**config.mk**
```make
export PLATFORM = sky130hd
export DESIGN_NAME = edss_cdiv
export DESIGN_NICKNAME = d
export VERILOG_FILES = /design/src/edss_cdiv.sv
export SDC_FILE = /design/constraint.sdc
export NUM_CORES = 1
export LEC_CHECK = 0
export ABC_AREA = 1
export BUFFER_PORTS_ARGS = -buffer_cell sky130_fd_sc_hd__buf_2
export CORE_MARGIN = 2
export CORE_UTILIZATION = 60
export DETAILED_ROUTE_END_ITERATION = 10
export HOLD_SLACK_MARGIN = 0.1
export PLACE_DENSITY = 0.78
export SLEW_MARGIN = 25
export SYNTH_ARGS = -nofsm -noshare
export SYNTH_HDL_FRONTEND = slang
export SYNTH_SLANG_ARGS = --single-unit
export TNS_END_PERCENT = 30
```
**constraint.sdc**
```tcl
create_clock -name clk -period 11.3 [get_ports clk]
set_input_delay 2.26 -clock clk [delete_from_list [all_inputs] [get_ports clk]]
set_output_delay 2.26 -clock clk [all_outputs]
set_load 0.05 [all_outputs]
```
**src/edss_cdiv.sv**
```systemverilog
// ----------------------------------------------------------------------------
// edss_cdiv: two-stage pipelined divider by a constant
// Reciprocal multiply gives a quotient estimate, then one compare and
// subtract corrects it. Carries a sideband word alongside.
// ----------------------------------------------------------------------------
module edss_cdiv #(
	parameter int NUM_W = 25,
	parameter int DIV   = 4800,
	parameter int SB_W  = 1
) (
	input  logic                     clk,
	input  logic                     arst_n,
	input  logic                     in_valid,
	output logic                     in_ready,
	input  logic [NUM_W-1:0]         num,
	input  logic [SB_W-1:0]          in_sb,
	output logic                     out_valid,
	input  logic                     out_ready,
	output logic [NUM_W-1:0]         quo,
	output logic [$clog2(DIV)-1:0]   rem,
	output logic [SB_W-1:0]          out_sb
);

	localparam int REM_W = $clog2(DIV);
	localparam int RCP_W = NUM_W - REM_W + 1;
	localparam int PROD_W = NUM_W + RCP_W;
	// 2^NUM_W exceeds every numerator, so the estimate is short by at most one
	localparam logic [63:0] RECIP_FULL = (64'd1 << NUM_W) / DIV;

	logic              v_s1, v_s2;
	logic              en_s1, en_s2;
	logic [PROD_W-1:0] prod;
	logic [RCP_W-1:0]  qe_s1;
	logic [NUM_W-1:0]  num_s1;
	logic [SB_W-1:0]   sb_s1, sb_s2;
	logic [NUM_W-1:0]  qd;
	logic [NUM_W-1:0]  rem_full;
	logic [REM_W:0]    rem_raw;
	logic              corr;
	logic [NUM_W-1:0]  quo_s2;
	logic [REM_W-1:0]  rem_s2;

	assign en_s2    = !v_s2 || out_ready;
	assign en_s1    = !v_s1 || en_s2;
	assign in_ready = en_s1;

	assign prod = PROD_W'(num) * PROD_W'(RECIP_FULL[RCP_W-1:0]);

	assign qd       = NUM_W'(qe_s1) * NUM_W'(DIV);
	assign rem_full = num_s1 - qd;
	assign rem_raw  = rem_full[REM_W:0];
	assign corr     = rem_raw >= (REM_W+1)'(DIV);

	always_ff @(posedge clk or negedge arst_n) begin
		if (!arst_n) begin
			v_s1 <= 1'b0;
			v_s2 <= 1'b0;
		end else begin
			if (en_s1) v_s1 <= in_valid;
			if (en_s2) v_s2 <= v_s1;
		end
	end

	always_ff @(posedge clk) begin
		if (en_s1) begin
			qe_s1  <= prod[NUM_W +: RCP_W];
			num_s1 <= num;
			sb_s1  <= in_sb;
		end
		if (en_s2) begin
			quo_s2 <= NUM_W'(qe_s1) + NUM_W'(corr);
			rem_s2 <= corr ? REM_W'(rem_raw - (REM_W+1)'(DIV)) : rem_raw[REM_W-1:0];
			sb_s2  <= sb_s1;
		end
	end

	assign out_valid = v_s2;
	assign quo       = quo_s2;
	assign rem       = rem_s2;
	assign out_sb    = sb_s2;

endmodule
```
==> impl_metrics.toml <==
[run_status]
outcome = "finished, final reports clean"

[clock_network]
clkTransAtPathRegs_ns = 0.05
cts_hold_buf = 0
root_buffer = "clkbuf_16"
h-tree-depth = 3
clock_path_buffers = 2
clk_latency_ns = 0.34
numCtsBuffers = 9
cts_tree = "built"
cts.repair.resized = 0
clock_sinks = 58
post_cts_buffers = 0

[sta]
setup_tns_ns = 0
hold_viol = 0
setup_viol = 0
fin_crit_sh_pct = 57.1
fin_crit_ns = 6.45
worst_slew_pin_slew_ns = 0.650
finalClockSkew_ns = 0.0130
fmax_mhz = 155
drv_slew = 0
grt_setup_unrepaired = "no"
relSlewSlack_pct = 56.5

[global_routing]
grt_pass1_wl_um = 33900
grt_overflow = 0
busiest_layer = "met2"
antenna_found_initial = 0
grt_use_met3_pct = 3.53
track_usage_pct = 26.2
use_met2_pct = 46.4
grt_pass1_vias = 7197
grt_max_degree = 31
use_met1_pct = 34.1

[critical_path]
critPathCaptureType = "register"
rr_worst_depth = 22
cp_max_fo = 7
crit_start = "num[9]"
required_ns = 11.39
rrSetupSlack_ns = 6.00
critPathArrivalTime_ns = 6.54
critPathKind = "input pin to register"
r2r-end = "quo[12]"
cp-endpoint = "qe_s1[11]"
timing.rr.start = "qe_s1[3]"
startpoint_type = "input pin"

[floorplanning]
ios = 71
initial_utilization_pct = 61.5
dieArea_sq_um = 16600
coreArea_sq_um = 15200
fp-row-count = 45
die_h_um = 129
die_x_um = 129

[logic_synthesis]
yosysTopAreaCell = "fa_1"
synthArstFlopShare_pct = 3.45
avgSynthCellArea_sq_um = 8.87
synth_edf_count = 56
synth-main-ff-cell = "edfxtp_1"
synthCells = 1053
syn_area_sq_um = 9350
ys_ff_latch = 58
yosysSeqAreaShare_pct = 18.5
ys_warn_count = 0
synth_area_leaders = "fa_1 28%, ha_1 19%, edfxtp_1 18%, inv_1 12%, nand2_1 6.9%"
synth.distinct_cells = 32
synth_top_area_share_pct = 28.3

[detailed_routing]
first_iter_violations = 282
drc = 0
vias = 6863
finalWirelength_um = 19900
routedWlPerCell_um = 15.1
dr.pass1.iters = 4
vias_per_cell = 5.22
ant_nets = 0

[finish]
area_growth_syn_to_layout_pct = 8.47
drive_above_1_share_pct = 7.62
final_nets = 1425
final_cells = 1316
antenna_cells = 0

[placed_design]
dpl.hpwl_um = 17200
dp_cells = 1300
finalWeightedCongestion = 1.02
io_buffers = 59

[run]
max-cap-violations = 0

[worst_hold_path]
hp-class = "register to register"
## synth_stat cells (3+ instances only)
cell type    n
a21o_1       3
a21oi_1     38
a31oi_1     10
buf_4       11
edfxtp_1    56
fa_1       132
ha_1       140
inv_1      299
inv_2        3
nand2_1    172
nand3_1     48
nand4_1     10
nor2_1      44
nor3_1      14
o21ai_0     17
o21bai_1     7
or2_1        3
xnor2_1      8
xor2_1      20
## worst min-delay path by stage
| stage | from | endpoint | slack [ns] | cells past startpoint |
|---|---|---|---|---|
| final | num_s1[1] | rem[1] | 0.42 | 0 |
| after detailed placement | num_s1[1] | rem[1] | 0.40 | 0 |
| after global routing | num_s1[4] | rem[4] | 0.43 | 0 |
| after floorplan | sb_s1 | out_sb | 0.40 | 0 |
| after global placement | num_s1[1] | rem[1] | 0.40 | 0 |
| after CTS | num_s1[1] | rem[1] | 0.42 | 0 |
## sequential cells by signal, indices dropped and copies added, names as in the netlist
name / flops
out_valid: 1
out_sb: 1
quo: 14
num_s1: 14
rem: 13
qe_s1: 13
sb_s1: 1
v_s1: 1
## layout make-up
type	count	area, sq um
multi-input cells	692	6440
inverters	302	1130
clock inverters	6	67.6
well taps	188	235
repair buffers	60	303
flip-flops and latches	58	1730
clock buffers	10	229
fillers	1266	5060
## stage by stage
stage                     utilization (%)  cell area, sq um  worst slack, ns  hold slack (ns)
after floorplan                         -              9380             5.12            0.400
after global placement               64.7              9840             4.56            0.403
after detailed placement             64.7              9840             4.45            0.405
after CTS                            66.7             10100             4.83            0.418
after global routing                 66.7             10100             4.61            0.427
final                                66.7             10100             4.85            0.417
## cell families after synthesis
family                   Yosys count  share of synthesized area, %
adder cells (fa/ha/maj)          272                          47.0
other                              1                        0.0401
buffers and inverters            313                          13.0
XOR/XNOR                          29                          2.80
AO/OA/AOI/OAI                     80                          4.82
flip-flops                        58                          18.5
AND/OR/NAND/NOR                  300                          13.8
## cell usage in the layout (no fill, tap or decap), types with 2 or more instances in the layout
cell        netlist  layout
nand4_1          10      10
clkbuf_16         0       9
clkinvlp_4        0       2
inv_2             3       3
fa_1            132     132
inv_1           299     299
xnor2_1           8       8
nand3_4           2       2
o21ai_0          17      17
conb_1            1      11
or2_1             3       3
xor2_1           20      20
buf_2             0      59
edfxtp_1         56      56
nor2_1           44      44
o21bai_1          7       7
a21oi_1          38      38
o211ai_1          2       2
ha_1            140     140
nand2_2           2       3
a21o_1            3       3
dfrtp_1           2       2
nor3_1           14      14
a31oi_1          10      10
nand2_1         172     171
nand3_1          48      48
clkinv_4          0       2
a21boi_0          2       2
## critical path, stage by stage
cell and delay [ns]:
buf_2 0.17, ha_1 0.29, inv_1 0.09, fa_1 0.54, inv_1 0.07, fa_1 0.53, inv_1 0.06, fa_1 0.50
fa_1 0.56, inv_1 0.05, ha_1 0.34, nand2_1 0.07, nand2_1 0.06, a31oi_1 0.27, o21ai_0 0.22, a21oi_1 0.17
or2_1 0.13, nand2_1 0.05, nand2_1 0.05, nand2_1 0.05
## layer usage
metal / wire length (um) / up-vias / share of wire, %
met3: 841 / 33 / 4.2
met4: 418 / 0 / 2.1
met5: 0 / - / 0
met1: 8780 / 3293 / 44
li1: - / 3379 / -
met2: 9860 / 158 / 50
Power is left out: the tool's default activity adds up to more than one toggle a clock period on the data nets, which glitch-free logic cannot reach.
